<file path="src/design/postfix_expression_evaluator_core_macros.svh">
// Assertion macros for the postfix evaluator RTL.
// Standalone header; the modules that assert include it, clocked on clk_i, reset rst_ni.
`ifndef POSTFIX_EXPRESSION_EVALUATOR_CORE_MACROS_SVH
`define POSTFIX_EXPRESSION_EVALUATOR_CORE_MACROS_SVH

`ifndef SYNTHESIS
// Invariant that must hold at every clock edge out of reset
`define PEE_ASSERT(lbl, cond, msg) \
  lbl: assert property (@(posedge clk_i) disable iff (!rst_ni) (cond)) else $error(msg);
// Antecedent in this cycle implies consequent in the next cycle
`define PEE_ASSERT_NEXT(lbl, ante, cons, msg) \
  lbl: assert property (@(posedge clk_i) disable iff (!rst_ni) (ante) |=> (cons)) \
    else $error(msg);
`else
`define PEE_ASSERT(lbl, cond, msg)
`define PEE_ASSERT_NEXT(lbl, ante, cons, msg)
`endif

`endif

</file>
<file path="src/design/pee_pkg.sv">
// Shared types, constants and codes of the postfix evaluator.
// No dependencies.
package pee_pkg;

  localparam int unsigned STACK_DEPTH = 16;
  localparam int unsigned VALUE_BITS  = 32;
  localparam int unsigned ANSWER_W    = 32;
  localparam int unsigned CHAR_W      = 8;
  localparam int unsigned DEPTH_W     = $clog2(STACK_DEPTH + 1);
  localparam int unsigned ADDR_W      = $clog2(STACK_DEPTH);

  // Character codes
  localparam logic [CHAR_W-1:0] CH_ZERO    = 8'h30;
  localparam logic [CHAR_W-1:0] CH_NINE    = 8'h39;
  localparam logic [CHAR_W-1:0] CH_BLANK   = 8'h20;
  localparam logic [CHAR_W-1:0] CH_PLUS    = 8'h2B;
  localparam logic [CHAR_W-1:0] CH_STAR    = 8'h2A;
  localparam logic [CHAR_W-1:0] CH_NEWLINE = 8'h0A;

  typedef logic [VALUE_BITS-1:0] value_t;
  typedef logic [DEPTH_W-1:0]    depth_t;
  typedef logic [ADDR_W-1:0]     addr_t;

  typedef enum logic [1:0] {
    ST_OK    = 2'd0,
    ST_UNDER = 2'd1,
    ST_OVER  = 2'd2,
    ST_EMPTY = 2'd3
  } status_e;

  // Evaluator state; top and nxt cache the two upper stack entries
  typedef struct packed {
    value_t  top;
    value_t  nxt;
    value_t  acc;
    logic    in_num;
    depth_t  depth;
    status_e err;
  } eval_state_t;

  // Spill of the second entry into the stack memory
  typedef struct packed {
    logic   we;
    addr_t  addr;
    value_t data;
  } mem_wr_t;

  typedef struct packed {
    logic                fire;
    logic [ANSWER_W-1:0] answer;
    status_e             status;
  } result_t;

endpackage

</file>
<file path="src/design/pee_stack_ram.sv">
// Generic single-write, single-read synchronous RAM with write-to-read bypass.
// No dependencies.
module pee_stack_ram #(
  parameter int unsigned WIDTH  = 32,
  parameter int unsigned DEPTH  = 16,
  parameter int unsigned ADDR_W = $clog2(DEPTH)
) (
  input  logic              clk_i,
  input  logic              we_i,
  input  logic [ADDR_W-1:0] waddr_i,
  input  logic [WIDTH-1:0]  wdata_i,
  input  logic [ADDR_W-1:0] raddr_i,
  output logic [WIDTH-1:0]  rdata_o
);

  logic [WIDTH-1:0] mem [DEPTH];
  logic [WIDTH-1:0] rdata_q;

  // Write port
  always_ff @(posedge clk_i) begin
    if (we_i) begin
      mem[waddr_i] <= wdata_i;
    end
  end

  // Registered read; a same-cycle write to the read address is forwarded
  always_ff @(posedge clk_i) begin
    if (we_i && (waddr_i == raddr_i)) begin
      rdata_q <= wdata_i;
    end else begin
      rdata_q <= mem[raddr_i];
    end
  end

  assign rdata_o = rdata_q;

endmodule

</file>
<file path="src/design/pee_exec.sv">
// Next-state logic of the evaluator: character decode, number build, push and operator.
// Depends on pee_pkg.
module pee_exec import pee_pkg::*; (
  input  logic              accept_i,
  input  logic [CHAR_W-1:0] char_code_i,
  input  eval_state_t       cur_i,
  input  value_t            third_i,   // stack entry below nxt, from the memory
  output eval_state_t       nxt_o,
  output mem_wr_t           wr_o,
  output result_t           res_o
);

  logic        is_digit, is_blank, is_op, is_mul, is_nl;
  logic [3:0]  digit;
  value_t      acc_dig;
  logic        flush, push_ok, push_ovf;
  depth_t      d1;
  value_t      t1, n1, n2, op_res;
  status_e     err1, fin_status;

  // Character classes
  assign is_digit = (char_code_i >= CH_ZERO) && (char_code_i <= CH_NINE);
  assign is_blank = (char_code_i == CH_BLANK);
  assign is_mul   = (char_code_i == CH_STAR);
  assign is_op    = is_mul || (char_code_i == CH_PLUS);
  assign is_nl    = (char_code_i == CH_NEWLINE);
  assign digit    = 4'(char_code_i - CH_ZERO);

  // acc * 10 + digit, wrapping
  assign acc_dig = (cur_i.acc << 3) + (cur_i.acc << 1) + value_t'(digit);

  // Pending number pushed ahead of blank, operator or newline
  assign flush    = cur_i.in_num && (is_blank || is_op || is_nl);
  assign push_ok  = flush && (cur_i.depth < DEPTH_W'(STACK_DEPTH));
  assign push_ovf = flush && !push_ok;
  assign d1       = push_ok ? cur_i.depth + DEPTH_W'(1) : cur_i.depth;

  // Stack view after the push
  assign t1 = push_ok ? cur_i.acc : cur_i.top;
  assign n1 = push_ok ? cur_i.top : cur_i.nxt;
  assign n2 = push_ok ? cur_i.nxt : third_i;

  assign err1   = (cur_i.err != ST_OK) ? cur_i.err : (push_ovf ? ST_OVER : ST_OK);
  assign op_res = is_mul ? value_t'(t1 * n1) : (t1 + n1);

  assign fin_status = (err1 != ST_OK) ? err1 : ((d1 == '0) ? ST_EMPTY : ST_OK);

  always_comb begin
    nxt_o   = cur_i;
    wr_o    = '{we: 1'b0, addr: addr_t'(cur_i.depth - DEPTH_W'(2)), data: cur_i.nxt};
    res_o   = '{fire: 1'b0, answer: '0, status: ST_OK};
    if (accept_i) begin
      if (is_digit) begin
        nxt_o.acc    = acc_dig;
        nxt_o.in_num = 1'b1;
      end else if (is_blank) begin
        nxt_o.acc    = '0;
        nxt_o.in_num = 1'b0;
        nxt_o.err    = err1;
        if (push_ok) begin
          nxt_o.top   = t1;
          nxt_o.nxt   = n1;
          nxt_o.depth = d1;
          // old second entry moves down into memory
          wr_o.we     = (cur_i.depth >= DEPTH_W'(2));
        end
      end else if (is_op) begin
        nxt_o.acc    = '0;
        nxt_o.in_num = 1'b0;
        if (d1 < DEPTH_W'(2)) begin
          // underflow: stack kept as it stands after the push
          nxt_o.top   = t1;
          nxt_o.nxt   = n1;
          nxt_o.depth = d1;
          nxt_o.err   = (err1 != ST_OK) ? err1 : ST_UNDER;
        end else begin
          nxt_o.top   = op_res;
          nxt_o.nxt   = n2;
          nxt_o.depth = d1 - DEPTH_W'(1);
          nxt_o.err   = err1;
        end
      end else if (is_nl) begin
        res_o.fire   = 1'b1;
        res_o.status = fin_status;
        res_o.answer = (fin_status == ST_OK) ? ANSWER_W'($signed(t1)) : '0;
        nxt_o.acc    = '0;
        nxt_o.in_num = 1'b0;
        nxt_o.depth  = '0;
        nxt_o.err    = ST_OK;
      end
    end
  end

endmodule

</file>
<file path="src/design/postfix_expression_evaluator_core.sv">
// Postfix expression evaluator: one ASCII character per cycle, result per newline.
// Answer and status are registered and appear on the output register in the cycle after the newline is taken.
// Throughput: one character per cycle; the top two entries sit in registers and the rest
// of the stack in a synchronous RAM that is prefetched at the next depth.
// Input stalls only while a result is held and the output side stalls.
// Reset clears depth, number, error and output valid; the stack RAM is not cleared.
`include "postfix_expression_evaluator_core_macros.svh"

module postfix_expression_evaluator_core import pee_pkg::*; (
  input  logic                clk_i,
  input  logic                rst_ni,
  input  logic                in_valid_i,
  output logic                in_stall_o,
  input  logic [CHAR_W-1:0]   char_code_i,
  output logic                out_valid_o,
  input  logic                out_stall_i,
  output logic [ANSWER_W-1:0] answer_o,
  output logic [1:0]          status_o
);

  eval_state_t         st_q, st_d;
  mem_wr_t             wr;
  result_t             res;
  value_t              third;
  addr_t               raddr;
  logic                in_acc;
  logic                nl_acc;
  logic                out_valid_q;
  logic [ANSWER_W-1:0] answer_q;
  status_e             status_q;

  // Input handshake
  assign in_stall_o = out_valid_q && out_stall_i;
  assign in_acc     = in_valid_i && !in_stall_o;
  assign nl_acc     = in_acc && (char_code_i == CH_NEWLINE);

  pee_exec u_exec (
    .accept_i    (in_acc),
    .char_code_i (char_code_i),
    .cur_i       (st_q),
    .third_i     (third),
    .nxt_o       (st_d),
    .wr_o        (wr),
    .res_o       (res)
  );

  // Prefetch the entry below the second at the next depth
  assign raddr = addr_t'(st_d.depth - DEPTH_W'(3));

  pee_stack_ram #(
    .WIDTH (VALUE_BITS),
    .DEPTH (STACK_DEPTH)
  ) u_ram (
    .clk_i   (clk_i),
    .we_i    (wr.we),
    .waddr_i (wr.addr),
    .wdata_i (wr.data),
    .raddr_i (raddr),
    .rdata_o (third)
  );

  // Evaluator state, cached top entries included
  always_ff @(posedge clk_i or negedge rst_ni) begin
    if (!rst_ni) begin
      st_q.top    <= '0;
      st_q.nxt    <= '0;
      st_q.acc    <= '0;
      st_q.in_num <= 1'b0;
      st_q.depth  <= '0;
      st_q.err    <= ST_OK;
    end else begin
      st_q        <= st_d;
    end
  end

  // Output register
  always_ff @(posedge clk_i or negedge rst_ni) begin
    if (!rst_ni) begin
      out_valid_q <= 1'b0;
    end else if (!out_valid_q || !out_stall_i) begin
      out_valid_q <= res.fire;
    end
  end

  always_ff @(posedge clk_i) begin
    if (res.fire) begin
      answer_q <= res.answer;
      status_q <= res.status;
    end
  end

  assign out_valid_o = out_valid_q;
  assign answer_o    = answer_q;
  assign status_o    = status_q;

  // Checks
  `PEE_ASSERT(a_depth_bound, st_q.depth <= DEPTH_W'(STACK_DEPTH), "stack depth out of range")
  `PEE_ASSERT_NEXT(a_nl_result, nl_acc, out_valid_q, "newline without result")
  `PEE_ASSERT_NEXT(a_nl_clear, nl_acc, ~|{st_q.depth, st_q.in_num, st_q.err}, "state kept")
  `PEE_ASSERT(a_err_answer, !out_valid_q || status_q == ST_OK || answer_q == '0, "bad answer")
  `PEE_ASSERT_NEXT(a_err_sticky, (st_q.err != ST_OK) && !nl_acc, $stable(st_q.err), "error lost")

endmodule

</file>
<file path="config.mk">
export PLATFORM = sky130hd
export DESIGN_NAME = postfix_expression_evaluator_core
export DESIGN_NICKNAME = d
export VERILOG_FILES = /design/src/design/pee_pkg.sv /design/src/design/pee_stack_ram.sv /design/src/design/pee_exec.sv /design/src/design/postfix_expression_evaluator_core.sv
export VERILOG_INCLUDE_DIRS = /design/src /design/src/design
export SDC_FILE = /design/constraint.sdc
export NUM_CORES = 2
export LEC_CHECK = 0
export BUFFER_PORTS_ARGS = -buffer_cell sky130_fd_sc_hd__buf_2
export CAP_MARGIN = 20
export CORE_UTILIZATION = 50
export CTS_CLUSTER_SIZE = 40
export DETAILED_ROUTE_END_ITERATION = 8
export PLACE_DENSITY = 0.65
export SYNTH_ARGS = -nofsm -noshare
export SYNTH_HDL_FRONTEND = slang
export SYNTH_SLANG_ARGS = --single-unit
export TNS_END_PERCENT = 100
</file>
<file path="constraint.sdc">
create_clock -name clk_i -period 8.1 [get_ports clk_i]
set_clock_uncertainty 0.1 [all_clocks]
set_input_delay 0.81 -clock clk_i [delete_from_list [all_inputs] [get_ports clk_i]]
set_output_delay 0.81 -clock clk_i [all_outputs]
set_load 0.05 [all_outputs]
</file>
# Yosys cells after proc, flatten, opt, wreduce, memory -nomap -nowiden
# Memories as Yosys holds them, arrays and structs flattened. A register that Yosys moved wholly into a read port is not among the register bits.
# Cells that the tools add are included.
word_totals:
  register_bits: 139
  latch_bits: 0
  ram_bits: 512
  rom_bits: 0
  in_bits: 12
  out_inout_bits: 36
  wordCells: 94
  n_memories: 1
mem_list:
  columns: ["name", "depth", "word_bits", "read_ports", "rd_clocked_by_memory_dff", "write_ports", "line", "text"]
  rows:
  - ["u_ram.mem", 16, 32, 1, 1, 1, "pee_stack_ram.sv:16", "logic [WIDTH-1:0] mem [DEPTH];"]
classes:
  n_addsub: 8
  mul: 1
  div: 0
  order_cmp: 5
  eq_ne: 6
  n_shift: 0
  muxes: 33
  bitwise: 4
  reduce_logical: 27
op_table:
  columns: ["op", "count"]
  rows:
  - ["64-bit two-way mux", 3]
  - ["35-bit two-way mux", 5]
  - ["32-bit two-way mux", 5]
  - ["104-bit two-way mux", 1]
  - ["40-bit two-way mux", 2]
  - ["32-bit adder", 2]
  - ["33-bit two-way mux", 1]
  - ["32-bit by 4-bit adder with 32-bit output", 1]
  - ["32-bit by 32-bit multiplier with 32-bit output", 1]
  - ["8-bit by 6-bit equality test with 1-bit output (second input constant)", 3]
  - ["7-bit two-way mux", 3]
  - ["2-bit two-way mux", 5]
  - ["5-bit two-way mux", 2]
  - ["8-bit by 4-bit equality test with 1-bit output (second input constant)", 1]
  - ["8-bit by 6-bit greater-or-equal comparator with 1-bit output (second input constant)", 1]
  - ["8-bit by 6-bit less-or-equal comparator with 1-bit output (second input constant)", 1]
  - ["4-bit by 2-bit subtractor with 4-bit output (second input constant)", 2]
  - ["1-bit logical AND", 6]
  - ["1-bit two-way mux", 6]
  - ["2-bit nonzero test", 3]
  - ["6-bit OR reduction", 1]
  - ["5-bit by 1-bit adder with 5-bit output (second input constant)", 1]
  - ["5-bit by 2-bit greater-or-equal comparator with 1-bit output (second input constant)", 1]
  - ["5-bit zero test", 1]
  - ["other kinds (17)", 26]

# Depth between registers and ports, before layout
logic_depth:
  ltp_word: 19
  depth_mapped: 36
  depth_no_buf: 33

# Modules after synthesis
# From an unflattened synthesis, not the netlist that was laid out.
hier_totals:
  hier_cells: 3904
  area_unflattened_um2: 45285.9
modules_own_cells:
  columns: ["module", "instances", "cells_per_inst", "area_each_um2", "seq_area_each_um2"]
  rows:
  - ["pee_exec", 1, 2947, 22281.4, 0.0]
  - ["pee_stack_ram", 1, 810, 19293.5, 15454.8]
  - ["postfix_expression_evaluator_core", 1, 147, 3711.1, 3648.5]

# Worst setup path after synthesis
# OpenSTA, ideal clock, no wires.
synth_timing:
  kind: "input -> register"
  startpoint: "input char_code_i[7]"
  endpoint: "register st_q[103] (netlist bit)"
  setup_ps: 145
  t_arrival_ps: 9070
  required_time_ps: 7855
  path_slack_ps: -1215
  path_stages: 32
  path_buffers: 4
  cell_sequence: "nor4_2 -> nand3_2 -> a211oi_4 -> buf_2 -> buf_2 -> buf_4 -> mux2i_1 -> clkbuf_1 -> nor2_1 -> fa_1 -> inv_1 -> fa_1 -> fa_1 -> fa_1 -> inv_1 -> fa_1 -> inv_1 -> fa_1 -> inv_1 -> fa_1 -> fa_1 -> ha_1 -> or3_1 -> a211oi_1 -> a21oi_1 -> nor4_1 -> nor3_1 -> nand4_1 -> a31oi_1 -> xnor2_1 -> a2111oi_0 -> a211oi_2"
synth_between:
  elab_chain_len: 12
  word_cells_on_any_way: 27
  classes_between: "1 x add/sub; 1 x mul; 3 x order compare; 5 x eq/ne; 8 x mux; 1 x bitwise; 8 x reduce/logical"
synth_rtl:
  columns: ["item", "line", "text"]
  rows:
  - ["from (decl)", "postfix_expression_evaluator_core.sv:14", "input logic [CHAR_W-1:0] char_code_i,"]
  - ["8-bit by 6-bit equality test with 1-bit output (on tied branches)", "pee_exec.sv:24, pee_exec.sv:25", null]
  - ["1-bit logical OR", "pee_exec.sv:25", "assign is_op = is_mul || (char_code_i == CH_PLUS);"]
  - ["1-bit logical OR (2 in series)", "pee_exec.sv:33", "assign flush = cur_i.in_num && (is_blank || is_op || is_nl);"]
  - ["1-bit logical AND", "pee_exec.sv:33", null]
  - ["1-bit logical AND", "pee_exec.sv:34", "assign push_ok = flush && (cur_i.depth < DEPTH_W'(STACK_DEPTH));"]
  - ["32-bit two-way mux (on tied branches)", "pee_exec.sv:39, pee_exec.sv:40", null]
  - ["32-bit by 32-bit multiplier with 32-bit output / 32-bit adder (equally long branches)", "pee_exec.sv:44", "assign op_res = is_mul ? value_t'(t1 * n1) : (t1 + n1);"]
  - ["32-bit two-way mux", "pee_exec.sv:44", null]
  - ["64-bit two-way mux", "pee_exec.sv:70", "if (d1 < DEPTH_W'(2)) begin"]
  - ["64-bit two-way mux", "pee_exec.sv:67", "end else if (is_op) begin"]
  - ["104-bit two-way mux", "pee_exec.sv:56", "end else if (is_blank) begin"]
  - ["to (signal assigned)", "postfix_expression_evaluator_core.sv:72", "st_q <= st_d;"]
  - ["to (decl)", "postfix_expression_evaluator_core.sv:21", "eval_state_t st_q, st_d;"]
# Several ways; a longest one is shown, not always the timed one. The select of a mux whose other input is x is not followed.
# A chain may end at the register's enable or synchronous reset.

# Final worst setup path
layout_timing:
  startpoint: "input char_code_i[7]"
  endpoint: "register st_q[103] (netlist bit)"
layout_between:
  elab_chain_len: 12
  word_cells_on_any_way: 27
  classes_between: "1 x add/sub; 1 x mul; 3 x order compare; 5 x eq/ne; 8 x mux; 1 x bitwise; 8 x reduce/logical"
layout_rtl:
  columns: ["item", "line", "text"]
  rows:
  - ["8-bit by 6-bit equality test with 1-bit output (on tied branches)", "pee_exec.sv:24, pee_exec.sv:25", null]
  - ["1-bit logical OR", "pee_exec.sv:25", null]
  - ["1-bit logical OR", "pee_exec.sv:33", null]
  - ["1-bit logical OR *", "pee_exec.sv:33", null]
  - ["1-bit logical AND *", "pee_exec.sv:33", null]
  - ["1-bit logical AND *", "pee_exec.sv:34", null]
  - ["32-bit two-way mux *", "pee_exec.sv:39", "assign t1 = push_ok ? cur_i.acc : cur_i.top;"]
  - ["named net u_exec.t1[24]", "pee_exec.sv:18", "value_t t1, n1, n2, op_res;"]
  - ["32-bit by 32-bit multiplier with 32-bit output / 32-bit adder (equally long branches)", "pee_exec.sv:44", null]
  - ["32-bit two-way mux *", "pee_exec.sv:44", null]
  - ["64-bit two-way mux *", "pee_exec.sv:70", null]
  - ["64-bit two-way mux *", "pee_exec.sv:67", null]
  - ["104-bit two-way mux *", "pee_exec.sv:56", null]
# Mark *: on every way through the listed nets, which the timed path passes. The rest lies on a longest branch. The select of a mux whose other input is x is not followed.

==> run_results.csv <==
group,metric,value,unit
run_status,outcome,"finished, violations left",
run_status,violations,"negative setup slack",
worst_setup_path,worstSetupEndpointType,"flop",
worst_setup_path,worstReg2RegStart,"st_q[6]",
clock_tree,cts_tree,"yes",
power_and_ir_drop,p_leak,23.5,nW
route,drt-total-wl,145000,microns
worst_setup_path,r2r_cells,30,
route,drc,0,
synth,synth_area_leaders,"edfxtp_1 36%, fa_1 18%, mux4_2 8.0%",
place,place.gp.congestion,1.03,
clock_tree,htree_levels,3,
floorplan,num_rows,109,
clock_tree,cts.clk_slew.worst_paths,60,ps
clock_tree,cts-buffers-inserted,70,
synth,syn-num-nets,4402,
global_routing,grt_usage,32.5,%
flow_run,drv_cap,0,
synth,synth_warnings,0,
global_routing,grt_pass1_wl,214000,microns
place,numPortBuffers,47,
sta,rsz0062_at_grt,"true",
worst_setup_path,crit_top_cell,"fa_1",
sta,worstMarginPinSlew,980,ps
clock_tree,cts.sinks,655,
synth,ys_seq_area_share,42.2,%
sta,max-slew-margin-rel,34.7,%
route,via_per_inst,5.83,
worst_setup_path,reg2reg_to,"st_q[103]",
sta,hold_viol_final,0,
worst_setup_path,crit_start,"char_code_i[7]",
clock_tree,root_buffer,"clkbuf_16",
worst_setup_path,crit_type,"input pin to flop",
floorplan,core_area,89100,sq um
synth,ys_top_cells_by_count,"546 x edfxtp_1, 444 x inv_1, 427 x nand2_1",
floorplan,io_pins,48,
layout,nFillCells,7035,
place,place_ws,-1310,ps
route,drtIter0Drc,3357,
sta,period_minus_slack,8430,ps
synth,ys_ff_latch,655,
floorplan,dieHeight,303,microns
floorplan,die_x,303,microns
synth,yosysMostFrequentCell,"edfxtp_1",
worst_setup_path,cp_slowest_cell,"fa_1",
sta,layout_setup_ws,-331,ps
worst_setup_path,start_kind,"input pin",
worst_setup_path,r2r_setup_slack,20,ps
sta,slew_viol_final,0,
synth,synth-main-ff-cell,"edfxtp_1",
synth,mappedNetlistArea,45200,sq um
layout,final_nets,4902,
worst_setup_path,crit_end,"st_q[103]",
power_and_ir_drop,power_density,153,nW/um^2
route,ant_nets,0,
clock_tree,clock_latency,650,ps
worst_setup_path,worstPathArrival,8830,ps
place,hpwlAfterDp,106000,microns
sta,setup_violations,14,
clock_tree,hold_buffers,0,
synth,syn_inst,3759,
route,wl_per_cell,26.4,microns
global_routing,grt.overflow.total,0,
synth,ys_types,85,
power_and_ir_drop,vdd_drop_max,0.000153,V
global_routing,grt_pass1_vias,32800,
synth,yosys.area.top_type_share,36.2,%
layout,drive_gt1_share,23.9,%
route,dr_total_vias,31900,
global_routing,grt_max_degree,72,
worst_setup_path,worst-path-max-fanout,8,
synth,synth_top_area_cell,"edfxtp_1",
layout,area_delta_synth_final,20.0,%
worst_setup_path,worstPathRequired,8500,ps
sta,fmax,119,MHz
synth,synth_enable_flop_cells,546,
global_routing,antenna_found_initial,2,
layout,post-route-util,60.9,%
synth,async_flop_share,16.0,%
synth,syn_avg_cell_area,12.0,sq um
route,drt_pass1_iterations,6,
worst_setup_path,critPathMaxStageDelay,600,ps
floorplan,initial_core_util,50.8,%
min_path,min_path_type,"input pin to asynchronous set/reset pin",
clock_tree,ctsLongestPathBuffers,3,
floorplan,dieArea,91700,sq um
layout,diodes,0,
sta,finalCritPeriodShare,104,%
[timing repair]
action	in CTS	in global routing
gates cloned	3	1
gates resized for setup	86	91
setup endpoints to repair	16	20
setup buffers	34	7
pin swaps	28	38
[how the worst min path moves through the flow]
stage                 start        to  slack, ps  cells after the start
floorplan           st_q[0]   st_q[0]        380                      2
global placement    st_q[0]   st_q[0]        400                      2
detailed placement  st_q[0]   st_q[0]        420                      2
CTS                  rst_ni  st_q[28]        130                      1
global route         rst_ni  st_q[28]        170                      1
finish               rst_ni  st_q[28]        110                      1
[routing by layer]
metal  part of all wire, %  up-vias  global-route usage (%)  wire, microns
met2                    45     1573                    49.3          65100
met4                   3.2        4                    10.4           4680
met1                    41    16200                    45.4          59200
met3                    11      274                    9.19          15800
li1                      -    13800                       -              -
met5                 0.015        -                       0             21
[where the power goes]
part	total, mW	switching (mW)	internal, mW
logic	1.37	0.786	0.584
registers	3.84	0.150	3.69
clock network	3.12	1.40	1.72
[cells in the final DEF, fill, tap and decap left out, types with 22 or more instances in the layout]
cell type  instances
buf_12            39
o21ai_1           25
buf_4            469
a21o_1            54
buf_2             44
nand2_1          424
clkbuf_16         71
mux4_2           160
buf_6             27
nand3_1           47
nor2_4            22
fa_1             399
xnor2_1          111
edfxtp_1         546
dfrtp_1          105
inv_1            436
mux2i_1           32
ha_1             206
xor2_1            59
a21oi_1           84
nor2_1           387
o21ai_0          142
[registers in the layout, summed over array words and instances (netlist names), named ones only]
| signal | cells |
|---|---|
| st_q | 104 |
| out_valid_o | 1 |
| u_ram.mem | 512 |
| answer_o | 32 |
| status_o | 2 |
[area by class of cell]
type | count | area (sq um) | share of cell area, %
Clock inverter | 36 | 349 | 0.643
Clock buffer | 87 | 1860 | 3.42
Inverter | 462 | 1760 | 3.23
Multi-Input combinational cell | 2484 | 24800 | 45.6
Timing Repair Buffer | 586 | 4980 | 9.18
Sequential cell | 655 | 19100 | 35.2
Tap cell | 1165 | 1460 | 2.69
[metrics by stage]
stage / std cells / total power [mW] / setup TNS, ps / hold WS, ps / area (sq um)
2_1_floorplan: 3759 / 4.63 / -3870 / 385 / 45600
3_3_place_gp: 5309 / 5.20 / -16030 / 405 / 50900
3_5_place_dp: 5309 / 5.21 / -17180 / 424 / 50900
4_1_cts: 5467 / 8.33 / -1350 / 131 / 53800
5_1_grt: 5475 / 8.57 / -6520 / 165 / 54300
6_report: 5475 / 8.33 / -2150 / 106 / 54300
[critical path, delay by kind of cell]
family / cells / cell delay (ps)
fa+ha+maj: 9 / 4290
mux: 1 / 210
xor+xnor: 1 / 150
compound gates: 5 / 920
simple gates: 4 / 740
buf+inv: 13 / 1670
[cell families (layout without fill, tap and decap cells)]
logic type      Yosys count  after routing  synth area share, %
xor+xnor                178            178                 3.48
buf+inv                 620           1171                 5.23
fa+ha+maj               631            631                 24.3
mux                     224            224                 9.38
compound gates          460            460                 6.47
simple gates            991            991                 8.94
flops                   655            655                 42.2
Power figures use the tool's default switching activity.
